File: src/rtl/ofs_pkg.sv
// ----------------------------------------------------------------------------
// ofs_pkg
// Shared types, codes and helpers for the operand-fetch sequencer.
// ----------------------------------------------------------------------------
package ofs_pkg;

    localparam int InDataW  = 40;   // 37 bits of fields, padded to 5 bytes
    localparam int OutDataW = 56;   // 50 bits of fields, padded to 7 bytes

    // Command kinds on the input stream (tuser)
    localparam logic [1:0] OP_START = 2'd0;
    localparam logic [1:0] OP_BYTE  = 2'd1;
    localparam logic [1:0] OP_WRITE = 2'd2;

    // Result kinds on the output stream (tuser)
    localparam logic KIND_REQUEST = 1'b0;
    localparam logic KIND_DONE    = 1'b1;

    // Addressing modes
    localparam logic [4:0] MODE_NONE       = 5'd0;
    localparam logic [4:0] MODE_REG_D16    = 5'd1;
    localparam logic [4:0] MODE_REGADD_REG = 5'd2;
    localparam logic [4:0] MODE_REG        = 5'd3;
    localparam logic [4:0] MODE_REG_D8     = 5'd4;
    localparam logic [4:0] MODE_A16_REG    = 5'd5;
    localparam logic [4:0] MODE_REG_REG    = 5'd6;
    localparam logic [4:0] MODE_REG_REGADD = 5'd7;
    localparam logic [4:0] MODE_HLINC_REG  = 5'd8;
    localparam logic [4:0] MODE_REG_HLINC  = 5'd9;
    localparam logic [4:0] MODE_HLDEC_REG  = 5'd10;
    localparam logic [4:0] MODE_REGADD     = 5'd11;
    localparam logic [4:0] MODE_REGADD_D8  = 5'd12;
    localparam logic [4:0] MODE_REG_HLDEC  = 5'd13;
    localparam logic [4:0] MODE_D16        = 5'd14;
    localparam logic [4:0] MODE_D8         = 5'd15;
    localparam logic [4:0] MODE_A8_REG     = 5'd16;
    localparam logic [4:0] MODE_REG_A8     = 5'd17;
    localparam logic [4:0] MODE_HL_SPR8    = 5'd18;
    localparam logic [4:0] MODE_REG_A16    = 5'd19;

    // Register selectors
    localparam logic [3:0] SEL_C    = 4'd3;
    localparam logic [3:0] SEL_AF   = 4'd8;
    localparam logic [3:0] SEL_HL   = 4'd11;
    localparam logic [3:0] SEL_SP   = 4'd12;
    localparam logic [3:0] SEL_PC   = 4'd13;

    // Fetch steps
    localparam logic [1:0] STEP_IDLE = 2'd0;
    localparam logic [1:0] STEP_1    = 2'd1;
    localparam logic [1:0] STEP_2    = 2'd2;
    localparam logic [1:0] STEP_3    = 2'd3;

    localparam logic [15:0] HIGH_PAGE = 16'hFF00;

    typedef struct packed {
        logic        en;
        logic [3:0]  sel;
        logic [15:0] value;
    } wr_t;

    typedef struct packed {
        logic        kind;
        logic [15:0] bus_address;
        logic [15:0] fetched_value;
        logic [15:0] dest_address;
        logic        dest_is_memory;
        logic        bad_mode;
    } res_t;

    // Value of selector sel once write w has landed, given its value before.
    function automatic logic [15:0] after_write(logic [3:0] sel, logic [15:0] old, wr_t w);
        logic [15:0] r;
        r = old;
        if (w.en && sel <= SEL_PC) begin
            if (w.sel == sel) begin
                r = (sel < SEL_AF) ? {8'h00, w.value[7:0]} : w.value;
            end else if (sel < SEL_AF && w.sel inside {[SEL_AF:SEL_HL]}
                         && w.sel[1:0] == sel[2:1]) begin
                r = sel[0] ? {8'h00, w.value[7:0]} : {8'h00, w.value[15:8]};
            end else if (sel inside {[SEL_AF:SEL_HL]} && w.sel < SEL_AF
                         && w.sel[2:1] == sel[1:0]) begin
                r = w.sel[0] ? {old[15:8], w.value[7:0]} : {w.value[7:0], old[7:0]};
            end
        end
        return r;
    endfunction

endpackage

File: src/rtl/cpu_operand_fetch_sequencer.sv
// ----------------------------------------------------------------------------
// cpu_operand_fetch_sequencer
// Operand fetch for an 8-bit CPU: register file, addressing-mode sequencing,
// bus read requests and operand completion on a pair of streams.
//
// Every input beat is a command: start a fetch, hand back a bus byte, or
// write a register. Each command yields at most one output beat: either a
// bus read request (tuser 0, address in bus_address) or a completed fetch
// (tuser 1) with the operand, the memory destination and a bad-mode flag.
// The block takes one beat per cycle while no output beat waits. A command
// accepted into the input register is executed in a single pass against
// the register file once the result slot is free or being drained, and its
// result is then loaded into the output register, which drives m_*. While
// an output beat waits, the execute stage stalls; an empty input register
// can still take one beat, after which s_tready stays low until m_tready
// returns.
// ----------------------------------------------------------------------------
module cpu_operand_fetch_sequencer (
    input  logic                          aclk,
    input  logic                          aresetn,
    input  logic                          s_tvalid,
    output logic                          s_tready,
    // addr_mode[4:0] first_reg[8:5] second_reg[12:9] bus_byte[20:13]
    // write_value[36:21], zero pad [39:37]
    input  logic [ofs_pkg::InDataW-1:0]   s_tdata,
    // opcode[1:0]
    input  logic [1:0]                    s_tuser,
    output logic                          m_tvalid,
    input  logic                          m_tready,
    // bus_address[15:0] fetched_value[31:16] dest_address[47:32]
    // dest_is_memory[48] bad_mode[49], zero pad [55:50]
    output logic [ofs_pkg::OutDataW-1:0]  m_tdata,
    // result_kind[0]
    output logic                          m_tuser
);
    import ofs_pkg::*;

    // input register
    logic               in_valid_reg;
    logic [1:0]         in_user_reg;
    logic [InDataW-1:0] in_data_reg;

    // output register
    logic               out_valid_reg, out_valid_next;
    res_t               out_res_reg;

    logic        exec_fire;
    wr_t         wr;
    res_t        res;
    logic        res_valid;
    logic [3:0]  pend_first, pend_second;
    logic [15:0] rd_in1, rd_in2, rd_pend1, rd_pend2, hl, sp, pc;

    // execute whenever an item is staged and the result slot is free or
    // being drained this cycle
    assign exec_fire = in_valid_reg && (!out_valid_reg || m_tready);
    assign s_tready  = !in_valid_reg || exec_fire;

    always_ff @(posedge aclk) begin
        if (!aresetn) begin
            in_valid_reg <= 1'b0;
        end else if (s_tready) begin
            in_valid_reg <= s_tvalid;
        end
    end

    always_ff @(posedge aclk) begin
        if (s_tready && s_tvalid) begin
            in_user_reg <= s_tuser;
            in_data_reg <= s_tdata;
        end
    end

    ofs_regfile u_regfile (
        .aclk     (aclk),
        .aresetn  (aresetn),
        .wr       (wr),
        .rd_sel_a (in_data_reg[8:5]),
        .rd_sel_b (in_data_reg[12:9]),
        .rd_sel_c (pend_first),
        .rd_sel_d (pend_second),
        .rd_a     (rd_in1),
        .rd_b     (rd_in2),
        .rd_c     (rd_pend1),
        .rd_d     (rd_pend2),
        .hl       (hl),
        .sp       (sp),
        .pc       (pc)
    );

    ofs_exec u_exec (
        .aclk        (aclk),
        .aresetn     (aresetn),
        .fire        (exec_fire),
        .opcode      (in_user_reg),
        .addr_mode   (in_data_reg[4:0]),
        .first_reg   (in_data_reg[8:5]),
        .second_reg  (in_data_reg[12:9]),
        .bus_byte    (in_data_reg[20:13]),
        .write_value (in_data_reg[36:21]),
        .rd_in1      (rd_in1),
        .rd_in2      (rd_in2),
        .rd_pend1    (rd_pend1),
        .rd_pend2    (rd_pend2),
        .hl          (hl),
        .sp          (sp),
        .pc          (pc),
        .pend_first  (pend_first),
        .pend_second (pend_second),
        .wr          (wr),
        .res         (res),
        .res_valid   (res_valid)
    );

    // result register: loaded on execute, held while stalled
    always_comb begin
        if (exec_fire) begin
            out_valid_next = res_valid;
        end else begin
            out_valid_next = out_valid_reg && !m_tready;
        end
    end

    always_ff @(posedge aclk) begin
        if (!aresetn) begin
            out_valid_reg <= 1'b0;
        end else begin
            out_valid_reg <= out_valid_next;
        end
    end

    always_ff @(posedge aclk) begin
        if (exec_fire && res_valid) begin
            out_res_reg <= res;
        end
    end

    assign m_tvalid = out_valid_reg;
    assign m_tuser  = out_res_reg.kind;
    assign m_tdata  = {6'd0, out_res_reg.bad_mode, out_res_reg.dest_is_memory,
                       out_res_reg.dest_address, out_res_reg.fetched_value,
                       out_res_reg.bus_address};

    // ------------------------------------------------------------------
    // Assertions
    // ------------------------------------------------------------------
    a_request_clean: assert property (@(posedge aclk) disable iff (!aresetn)
        m_tvalid && m_tuser == KIND_REQUEST |->
            out_res_reg.fetched_value == 16'd0 && out_res_reg.dest_address == 16'd0
            && !out_res_reg.dest_is_memory && !out_res_reg.bad_mode)
        else $error("read request carries completion fields");

    a_dest_zero: assert property (@(posedge aclk) disable iff (!aresetn)
        m_tvalid && !out_res_reg.dest_is_memory |-> out_res_reg.dest_address == 16'd0)
        else $error("destination address without memory destination");

    a_bad_done: assert property (@(posedge aclk) disable iff (!aresetn)
        m_tvalid && out_res_reg.bad_mode |->
            m_tuser == KIND_DONE && !out_res_reg.dest_is_memory)
        else $error("bad mode on a request or with memory destination");

    a_result_loaded: assert property (@(posedge aclk) disable iff (!aresetn)
        exec_fire && res_valid |=> m_tvalid)
        else $error("executed result not presented");

    a_stall_full: assert property (@(posedge aclk) disable iff (!aresetn)
        !s_tready |-> in_valid_reg && out_valid_reg && !m_tready)
        else $error("input stalled without a blocked result");

endmodule

File: src/rtl/ofs_regfile.sv
// ----------------------------------------------------------------------------
// ofs_regfile
// Byte registers A F B C D E H L, SP and PC; four selectable read ports,
// one write port, direct HL/SP/PC taps.
// ----------------------------------------------------------------------------
module ofs_regfile (
    input  logic          aclk,
    input  logic          aresetn,
    input  ofs_pkg::wr_t  wr,
    input  logic [3:0]    rd_sel_a,
    input  logic [3:0]    rd_sel_b,
    input  logic [3:0]    rd_sel_c,
    input  logic [3:0]    rd_sel_d,
    output logic [15:0]   rd_a,
    output logic [15:0]   rd_b,
    output logic [15:0]   rd_c,
    output logic [15:0]   rd_d,
    output logic [15:0]   hl,
    output logic [15:0]   sp,
    output logic [15:0]   pc
);
    import ofs_pkg::*;

    logic [7:0]  byte_reg [8];
    logic [15:0] sp_reg;
    logic [15:0] pc_reg;

    function automatic logic [15:0] rd(logic [3:0] sel);
        logic [15:0] r;
        r = '0;
        if (sel < SEL_AF) begin
            r = {8'h00, byte_reg[sel[2:0]]};
        end else if (sel <= SEL_HL) begin
            r = {byte_reg[{sel[1:0], 1'b0}], byte_reg[{sel[1:0], 1'b1}]};
        end else if (sel == SEL_SP) begin
            r = sp_reg;
        end else if (sel == SEL_PC) begin
            r = pc_reg;
        end
        return r;
    endfunction

    always_ff @(posedge aclk) begin
        if (!aresetn) begin
            for (int i = 0; i < 8; i++) begin
                byte_reg[i] <= '0;
            end
            sp_reg <= '0;
            pc_reg <= '0;
        end else if (wr.en) begin
            if (wr.sel < SEL_AF) begin
                byte_reg[wr.sel[2:0]] <= wr.value[7:0];
            end else if (wr.sel <= SEL_HL) begin
                byte_reg[{wr.sel[1:0], 1'b0}] <= wr.value[15:8];
                byte_reg[{wr.sel[1:0], 1'b1}] <= wr.value[7:0];
            end else if (wr.sel == SEL_SP) begin
                sp_reg <= wr.value;
            end else if (wr.sel == SEL_PC) begin
                pc_reg <= wr.value;
            end
        end
    end

    assign rd_a = rd(rd_sel_a);
    assign rd_b = rd(rd_sel_b);
    assign rd_c = rd(rd_sel_c);
    assign rd_d = rd(rd_sel_d);
    assign hl   = {byte_reg[6], byte_reg[7]};
    assign sp   = sp_reg;
    assign pc   = pc_reg;

endmodule

File: src/rtl/ofs_exec.sv
// ----------------------------------------------------------------------------
// ofs_exec
// Fetch sequencing: step state, pending mode and selectors, latches, and the
// combinational step logic: at most one register write and at most one result.
// ----------------------------------------------------------------------------
module ofs_exec (
    input  logic          aclk,
    input  logic          aresetn,
    input  logic          fire,
    input  logic [1:0]    opcode,
    input  logic [4:0]    addr_mode,
    input  logic [3:0]    first_reg,
    input  logic [3:0]    second_reg,
    input  logic [7:0]    bus_byte,
    input  logic [15:0]   write_value,
    input  logic [15:0]   rd_in1,
    input  logic [15:0]   rd_in2,
    input  logic [15:0]   rd_pend1,
    input  logic [15:0]   rd_pend2,
    input  logic [15:0]   hl,
    input  logic [15:0]   sp,
    input  logic [15:0]   pc,
    output logic [3:0]    pend_first,
    output logic [3:0]    pend_second,
    output ofs_pkg::wr_t  wr,
    output ofs_pkg::res_t res,
    output logic          res_valid
);
    import ofs_pkg::*;

    logic [1:0]  step_reg,  step_next;
    logic [4:0]  mode_reg,  mode_next;
    logic [7:0]  regs_reg,  regs_next;   // second selector high, first low
    logic [7:0]  low_reg,   low_next;
    logic [15:0] work_reg,  work_next;
    logic [15:0] held_reg,  held_next;

    logic [15:0] pc_inc;
    logic [15:0] hl_step;
    logic [15:0] word;
    wr_t         pc_wr;

    assign pend_first  = regs_reg[3:0];
    assign pend_second = regs_reg[7:4];
    assign pc_inc      = pc + 16'd1;
    assign word        = {bus_byte, low_reg};
    assign pc_wr       = '{en: 1'b1, sel: SEL_PC, value: pc_inc};

    always_comb begin
        step_next = step_reg;
        mode_next = mode_reg;
        regs_next = regs_reg;
        low_next  = low_reg;
        work_next = work_reg;
        held_next = held_reg;
        wr        = '0;
        res       = '0;
        res_valid = 1'b0;
        hl_step   = hl;

        if (fire) begin
            case (opcode)
                OP_START: begin
                    mode_next = addr_mode;
                    regs_next = {second_reg, first_reg};
                    res_valid = 1'b1;
                    res.kind  = KIND_DONE;
                    step_next = STEP_IDLE;
                    case (addr_mode)
                        MODE_NONE: begin
                            res.fetched_value = held_reg;
                        end
                        MODE_REG_D16, MODE_A16_REG, MODE_D16, MODE_REG_A16,
                        MODE_REG_D8, MODE_REGADD_D8, MODE_D8, MODE_A8_REG,
                        MODE_REG_A8, MODE_HL_SPR8: begin
                            res.kind        = KIND_REQUEST;
                            res.bus_address = pc;
                            step_next       = STEP_1;
                        end
                        MODE_REGADD_REG: begin
                            res.fetched_value  = rd_in2;
                            res.dest_address   = (first_reg == SEL_C) ? (rd_in1 | HIGH_PAGE)
                                                                       : rd_in1;
                            res.dest_is_memory = 1'b1;
                        end
                        MODE_REG: begin
                            res.fetched_value = rd_in1;
                        end
                        MODE_REG_REG: begin
                            res.fetched_value = rd_in2;
                        end
                        MODE_REG_REGADD: begin
                            work_next       = (second_reg == SEL_C) ? (rd_in2 | HIGH_PAGE)
                                                                    : rd_in2;
                            res.kind        = KIND_REQUEST;
                            res.bus_address = work_next;
                            step_next       = STEP_1;
                        end
                        MODE_HLINC_REG, MODE_HLDEC_REG: begin
                            hl_step = (addr_mode == MODE_HLINC_REG) ? hl + 16'd1 : hl - 16'd1;
                            wr      = '{en: 1'b1, sel: SEL_HL, value: hl_step};
                            // source is read after HL has moved
                            res.fetched_value  = after_write(second_reg, rd_in2, wr);
                            res.dest_address   = hl;
                            res.dest_is_memory = 1'b1;
                        end
                        MODE_REG_HLINC, MODE_REG_HLDEC: begin
                            work_next       = hl;
                            res.kind        = KIND_REQUEST;
                            res.bus_address = hl;
                            step_next       = STEP_1;
                        end
                        MODE_REGADD: begin
                            work_next       = rd_in1;
                            res.kind        = KIND_REQUEST;
                            res.bus_address = rd_in1;
                            step_next       = STEP_1;
                        end
                        default: begin
                            res.fetched_value = held_reg;
                            res.bad_mode      = 1'b1;
                        end
                    endcase
                end

                OP_BYTE: begin
                    if (step_reg != STEP_IDLE) begin
                        res_valid = 1'b1;
                        res.kind  = KIND_DONE;
                        step_next = STEP_IDLE;
                        res.fetched_value = {8'h00, bus_byte};
                        case (mode_reg)
                            MODE_REG_D16, MODE_A16_REG, MODE_D16, MODE_REG_A16: begin
                                if (step_reg == STEP_1) begin
                                    low_next        = bus_byte;
                                    wr              = pc_wr;
                                    res.kind        = KIND_REQUEST;
                                    res.fetched_value = '0;
                                    res.bus_address = pc_inc;
                                    step_next       = STEP_2;
                                end else if (step_reg == STEP_2) begin
                                    wr = pc_wr;
                                    if (mode_reg == MODE_A16_REG) begin
                                        res.fetched_value  = after_write(pend_second,
                                                                         rd_pend2, pc_wr);
                                        res.dest_address   = word;
                                        res.dest_is_memory = 1'b1;
                                    end else if (mode_reg == MODE_REG_A16) begin
                                        work_next         = word;
                                        res.kind          = KIND_REQUEST;
                                        res.fetched_value = '0;
                                        res.bus_address   = word;
                                        step_next         = STEP_3;
                                    end else begin
                                        res.fetched_value = word;
                                    end
                                end
                            end
                            MODE_REG_D8, MODE_D8: begin
                                wr = pc_wr;
                            end
                            MODE_REGADD_D8: begin
                                wr                 = pc_wr;
                                res.dest_address   = after_write(pend_first, rd_pend1, pc_wr);
                                res.dest_is_memory = 1'b1;
                            end
                            MODE_A8_REG: begin
                                wr                 = pc_wr;
                                res.fetched_value  = after_write(pend_second, rd_pend2, pc_wr);
                                res.dest_address   = HIGH_PAGE | {8'h00, bus_byte};
                                res.dest_is_memory = 1'b1;
                            end
                            MODE_REG_A8: begin
                                if (step_reg == STEP_1) begin
                                    wr                = pc_wr;
                                    work_next         = HIGH_PAGE | {8'h00, bus_byte};
                                    res.kind          = KIND_REQUEST;
                                    res.fetched_value = '0;
                                    res.bus_address   = work_next;
                                    step_next         = STEP_2;
                                end
                            end
                            MODE_HL_SPR8: begin
                                wr                = pc_wr;
                                res.fetched_value = sp + {{8{bus_byte[7]}}, bus_byte};
                            end
                            MODE_REG_REGADD: begin
                                res.fetched_value = {8'h00, bus_byte};
                            end
                            MODE_REG_HLINC, MODE_REG_HLDEC: begin
                                hl_step = (mode_reg == MODE_REG_HLINC) ? hl + 16'd1
                                                                       : hl - 16'd1;
                                wr      = '{en: 1'b1, sel: SEL_HL, value: hl_step};
                            end
                            MODE_REGADD: begin
                                res.dest_address   = work_reg;
                                res.dest_is_memory = 1'b1;
                            end
                            default: begin
                                res_valid = 1'b0;
                                res       = '0;
                            end
                        endcase
                    end
                end

                OP_WRITE: begin
                    wr = '{en: 1'b1, sel: first_reg, value: write_value};
                end

                default: begin
                end
            endcase

            if (res_valid && res.kind == KIND_DONE) begin
                held_next = res.fetched_value;
            end
        end
    end

    always_ff @(posedge aclk) begin
        if (!aresetn) begin
            step_reg <= STEP_IDLE;
            mode_reg <= '0;
            regs_reg <= '0;
            low_reg  <= '0;
            work_reg <= '0;
            held_reg <= '0;
        end else begin
            step_reg <= step_next;
            mode_reg <= mode_next;
            regs_reg <= regs_next;
            low_reg  <= low_next;
            work_reg <= work_next;
            held_reg <= held_next;
        end
    end

endmodule
File: config.mk
export PLATFORM = sky130hd
export DESIGN_NAME = cpu_operand_fetch_sequencer
export DESIGN_NICKNAME = d
export VERILOG_FILES = /design/src/rtl/ofs_pkg.sv /design/src/rtl/cpu_operand_fetch_sequencer.sv /design/src/rtl/ofs_regfile.sv /design/src/rtl/ofs_exec.sv
export SDC_FILE = /design/constraint.sdc
export NUM_CORES = 1
export LEC_CHECK = 0
export ABC_CLOCK_PERIOD_IN_PS = 4300
export BUFFER_PORTS_ARGS = -buffer_cell sky130_fd_sc_hd__clkbuf_2
export CORE_AREA = 2 2 207 229
export DETAILED_ROUTE_END_ITERATION = 10
export DIE_AREA = 0 0 209 231
export SLEW_MARGIN = 20
export SYNTH_ARGS = -nofsm -noshare
export SYNTH_HDL_FRONTEND = slang
export SYNTH_SLANG_ARGS = --single-unit
File: constraint.sdc
create_clock -name aclk -period 4.3 [get_ports aclk]
set_clock_uncertainty 0.2 [all_clocks]
set_input_delay 0.43 -clock aclk [delete_from_list [all_inputs] [get_ports aclk]]
set_output_delay 0.43 -clock aclk [all_outputs]
set_load 0.02 [all_outputs]
==> impl_metrics.yaml, run 1 <==
grt:
  antenna_found_initial: 4
  grt_max_degree: 72
  grt_remaining_overflow: 0
  grt_pass1_vias: 19917
  grt_pass1_wl_um: 147800
  grt_usage_pct: 42.65
yosys:
  synth_seq_area_share_pct: 32.44
  syn_avg_cell_area_um2: 9.066
  ys.flop_type: "edfxtp_1"
  synth-edff-count: 154
  yosys.area.top_type: "edfxtp_1"
  synth_most_common_cell: "nor2_1"
  async_flop_share_pct: 0
  syn_area_um2: 20490
  yosys_warnings: 0
  synth-seq-cells: 255
  synth_area_leaders: "edfxtp_1, mux4_2, dfxtp_1"
  synth_top_area_share_pct: 22.57
  postSynthCellCount: 2260
  yosysUniqueCellTypes: 101
  synthTopCellsByCount: "nor2_1, nand2_1, a21oi_1"
layout:
  largest_register_ffs: 64
  final_nets: 2456
  fillers: 4295
  regArea_um2: 6651
  multi_input_area_um2: 12860
  utilization_pct: 51.04
  syn_to_final_growth_pct: 15.13
  drive_above_1_share_pct: 20.20
place:
  routabilityCongestion: 1.101
  dp_hpwl_um: 77100
  pre_cts_slack_ns: 0.4060
  io_buffers: 95
timing:
  period_needed_ns: 4.148
  fin_crit_sh_pct: 96.47
  setup_viol_count_final: 0
  rsz0062_at_grt: "no"
  worst_slack_ns: 0.1520
  relSlewSlack_pct: 9.835
  hold_viol: 0
  finalMaxSlewViolations: 0
  max_freq_mhz: 241.1
  tightest_slew_ns: 1.343
  setup_tns_ns: 0
clock_tree:
  clkSlewWorstSetupHoldPaths_ns: 0.06
  cts_tree: "yes"
  cts.sinks: 255
  cts.hold.buffers_added: 42
  postCtsSetupRepairBufs: 0
  cts_root_buf: "clkbuf_16"
  clock_latency_ns: 0.61
  htreeDepth: 1
  ctsLongestPathBuffers: 3
  numCtsBuffers: 29
  cts_resized: 0
worst_setup_path:
  rr_worst_depth: 10
  timing.rr.end: "u_regfile.byte_reg[2][5]"
  crit_fanout: 9
  cp.required_ns: 4.36
  r2r-start: "u_exec.step_reg[0]"
  r2r_slack_ns: 0.15
  crit_path_end_kind: "flop"
  path_class: "reg2reg"
  cp-start-kind: "flop"
  arrival_ns: 4.21
detailed_routing:
  dr.pass1.iters: 6
  via_count: 21783
  drt.antenna.violating_nets: 0
  wl_per_cell_um: 34.85
  drc: 0
  vias_per_cell: 7.237
  drt-initial-drc-count: 3836
  wirelength_um: 104900
power:
  total_power_mw: 6.745
  ir_worst_vdd_uv: 377.4
  power_density_nw_per_um2: 286.0
  power_leakage_nw: 7.742
die:
  rows: 83
  ios: 105
  dieArea_um2: 48280
  start_util_pct: 44.33
  die_h_um: 231
  die_w_um: 209
  design.core.area_um2: 46210
worst_hold_path:
  hp-start: "u_exec.work_reg[4]"
  whs_path_depth: 2
  hold_end: "u_exec.work_reg[4]"
  hp-class: "reg2reg"
flow_run:
  maxCapViolations: 0
status:
  status: "finished, final reports clean"
kinds of logic after synthesis:
kind of cell,count (synthesis),share of synthesized area (%)
AOI/OAI and AO/OA,702,22.96
and+or+nand+nor,754,17.67
adders and majority gates,22,1.380
DFF,255,32.44
other,1,0.01830
muxes,233,18.57
xor gates and xnor gates,44,1.881
buffers and inverters,249,5.087
area by class of cell:
cell class | count | share of cell area, %
multi-input combinational | 1761 | 54.54
tap | 595 | 3.156
inverter | 36 | 0.5729
sequential | 255 | 28.20
antenna | 4 | 0.04244
clock buffer | 41 | 3.533
timing repair buffer | 305 | 9.251
clock inverter | 13 | 0.7055
power by group:
group | internal, mW | leakage [nW] | switching [mW]
Sequential | 2.66 | 2.23 | 0.202
Combinational | 0.477 | 5.03 | 0.752
Clock | 1.54 | 0.485 | 1.11
Total | 4.68 | 7.74 | 2.07
per-layer routing:
metal	vias to the layer above	global-route usage, %	wire length (um)
met5	-	0.3043	29
met4	4	30.36	9488
met3	468	13.24	15040
met2	1903	61.83	42830
met1	10435	53.90	37520
li1	8973	-	-
cell usage in the layout (no fill, tap or decap), types with 21 or more instances in the layout:
cell type and instances:
o22ai_1 56, a222oi_1 21, nand2_1 226, and2_1 27
a31oi_1 22, inv_1 32, ha_1 21, o21ai_0 138
nor2b_1 21, a221oi_1 28, a211oi_1 45, nor2_1 235
dfxtp_1 97, a22oi_1 26, mux2i_1 100, xnor2_1 31
mux4_2 116, dlygate4sd3_1 42, buf_4 166, a21oi_1 164
o211ai_1 36, clkbuf_2 95, nand3_1 49, clkbuf_16 31
nor3_1 39, nand2b_1 37, edfxtp_1 154
metrics by stage:
stage / hold WS [ns] / area [um^2] / instances
final: 0.2648 / 23590 / 3010
after floorplan: 0.2357 / 20510 / 2265
after detailed placement: 0.2528 / 22150 / 2910
after global placement: 0.2468 / 22150 / 2910
after CTS: 0.2346 / 23570 / 3006
after global routing: 0.2780 / 23580 / 3006
how the worst max path moves through the flow:
stage / from / endpoint / slack (ns) / cells past startpoint
after floorplan: u_exec.step_reg[0] / u_regfile.byte_reg[5][0] / 0.65 / 9
after global placement: u_exec.step_reg[0] / u_regfile.byte_reg[2][0] / 0.46 / 10
after detailed placement: u_exec.step_reg[0] / u_regfile.byte_reg[2][1] / 0.41 / 10
after CTS: u_exec.step_reg[0] / u_regfile.byte_reg[2][5] / 0.38 / 10
after global routing: u_exec.step_reg[0] / u_regfile.byte_reg[4][2] / 0.08 / 9
final: u_exec.step_reg[0] / u_regfile.byte_reg[2][5] / 0.15 / 10
critical path, stage by stage (launching register included):
cell and delay (ns):
dfxtp_1 0.38, inv_1 0.08, ha_1 0.25, or3b_1 0.44
a211oi_2 0.38, inv_1 0.22, a31oi_1 0.57, o21ai_1 0.22
or4_1 0.56, buf_4 0.20, nand3_1 0.32
(Power assumes the default switching activity.)
==> run 2, diff against run 1 <==
--- a/config.mk
+++ b/config.mk
@@ -10,6 +10,7 @@
 export CORE_AREA = 2 2 207 229
 export DETAILED_ROUTE_END_ITERATION = 10
 export DIE_AREA = 0 0 209 231
+export RECOVER_POWER = 100
 export SLEW_MARGIN = 20
 export SYNTH_ARGS = -nofsm -noshare
 export SYNTH_HDL_FRONTEND = slang
==> impl_metrics.yaml, run 2 (synthesis results as in run 1) <==
worst_hold_path:
  whs_path_depth: 2
  hold_end: "u_exec.work_reg[4]"
  hp-start: "u_exec.work_reg[4]"
  hp-class: "reg2reg"
place:
  routabilityCongestion: 1.101
  io_buffers: 95
  dp_hpwl_um: 77100
worst_setup_path:
  rr_worst_depth: 12
  cp-startpoint: "u_exec.step_reg[0]"
  cp.required_ns: 4.63
  timing.rr.end: "u_regfile.pc[0]"
  crit_path_end_kind: "flop"
  r2r_slack_ns: 0.02
  crit_fanout: 26
  arrival_ns: 4.61
  path_class: "reg2reg"
  r2r-start: "u_exec.step_reg[0]"
  cp-start-kind: "flop"
clock_tree:
  numCtsBuffers: 29
  cts.hold.buffers_added: 42
  postCtsSetupRepairBufs: 0
  htreeDepth: 1
  cts.sinks: 255
  cts_resized: 0
  clock_latency_ns: 0.61
  cts_tree: "yes"
  clkSlewWorstSetupHoldPaths_ns: 0.06
  cts_root_buf: "clkbuf_16"
  ctsLongestPathBuffers: 3
die:
  die_h_um: 231
  dieArea_um2: 48280
  design.core.area_um2: 46210
  ios: 105
  die_w_um: 209
  start_util_pct: 44.33
  rows: 83
grt:
  grt_usage_pct: 42.65
  grt_max_degree: 72
  grt_pass1_vias: 19917
  grt_remaining_overflow: 0
  antenna_found_initial: 4
  grt_pass1_wl_um: 147800
detailed_routing:
  wirelength_um: 104900
  wl_per_cell_um: 34.86
  drt-initial-drc-count: 3889
  drt.antenna.violating_nets: 0
  dr.pass1.iters: 8
  via_count: 21718
  drc: 0
  vias_per_cell: 7.218
status:
  status: "finished with violations"
  failed_checks: "max-capacitance violations, max-slew violations"
timing:
  finalMaxSlewViolations: 46
  hold_viol: 0
  setup_tns_ns: 0
  fin_crit_sh_pct: 99.47
  setup_viol_count_final: 0
  max_freq_mhz: 233.8
  period_needed_ns: 4.277
  holdWs_ns: 0.2645
  rsz0062_at_grt: "no"
  tightest_slew_ns: 1.974
  relSlewSlack_pct: -31.62
layout:
  layout_commonest_cell: "nor2_1"
  syn_to_final_growth_pct: 14.20
  largest_register_ffs: 64
  mostFrequentLayoutCells: "nor2_1, nand2_1, a21oi_1, edfxtp_1, o21ai_0"
  drive_above_1_share_pct: 16.47
  final_nets: 2456
power:
  power_leakage_nw: 7.501
  power_density_nw_per_um2: 287.5
  total_power_mw: 6.728
  ir_worst_vdd_uv: 376.3
flow_run:
  maxCapViolations: 1
run 2: changes by cell type in the layout (fill, tap and decap cells not counted), sizes merged:
cell | previous run | this run
diode | 4 | 3
buf | 168 | 143
clkbuf | 136 | 161
run 2: how the worst max path moves through the flow:
stage,to,slack [ns]
detailed placement,u_regfile.byte_reg[2][1],0.41
global placement,u_regfile.byte_reg[2][0],0.46
CTS,u_regfile.byte_reg[2][5],0.38
floorplan,u_regfile.byte_reg[5][0],0.65
global route,u_regfile.pc[0],0.05
finish,u_regfile.pc[0],0.02
run 2: layout make-up:
type / instances / area [um^2]
timing repair buffer: 305 / 2017
inverter: 36 / 135.1
sequential: 255 / 6650
clock buffer: 41 / 833.3
clock inverter: 13 / 166.4
tap: 595 / 744.5
multi-input combinational: 1761 / 12840
antenna: 3 / 7.507
fill: 4365 / 22810
run 2: layer usage:
| metal | routed length, um | global-route usage, % | vias up |
|---|---|---|---|
| li1 | - | - | 8964 |
| met1 | 37420 | 53.90 | 10428 |
| met2 | 43110 | 61.83 | 1863 |
| met3 | 15020 | 13.24 | 459 |
| met4 | 9301 | 30.36 | 4 |
| met5 | 32 | 0.3043 | - |
run 2: report_power, final:
part	leakage (nW)	internal, mW	switching (mW)
logic	4.79	0.462	0.750
clock network	0.485	1.54	1.11
registers	2.23	2.66	0.202
total	7.50	4.66	2.07
run 2: critical path, cell delays in order, from the launching register on:
cell and delay [ns]:
dfxtp_1 0.38, inv_1 0.08, ha_1 0.25, or3b_1 0.44, a211oi_2 0.38, inv_1 0.22, a31oi_1 0.56, o21ai_0 0.29
buf_4 0.22, nor3_4 0.14, clkbuf_2 0.53, mux2_2 0.41, nor2_1 0.09
run 2: metrics by stage:
step                      util (%)  setup WS [ns]  area, um^2  std cells
after CTS                    51.01         0.3836       23570       3006
after global routing         50.62        0.04782       23390       3006
after detailed placement     47.94         0.4060       22150       2910
after floorplan                  -         0.6525       20510       2265
final                        50.63        0.02277       23400       3009
after global placement       47.94         0.4617       22150       2910
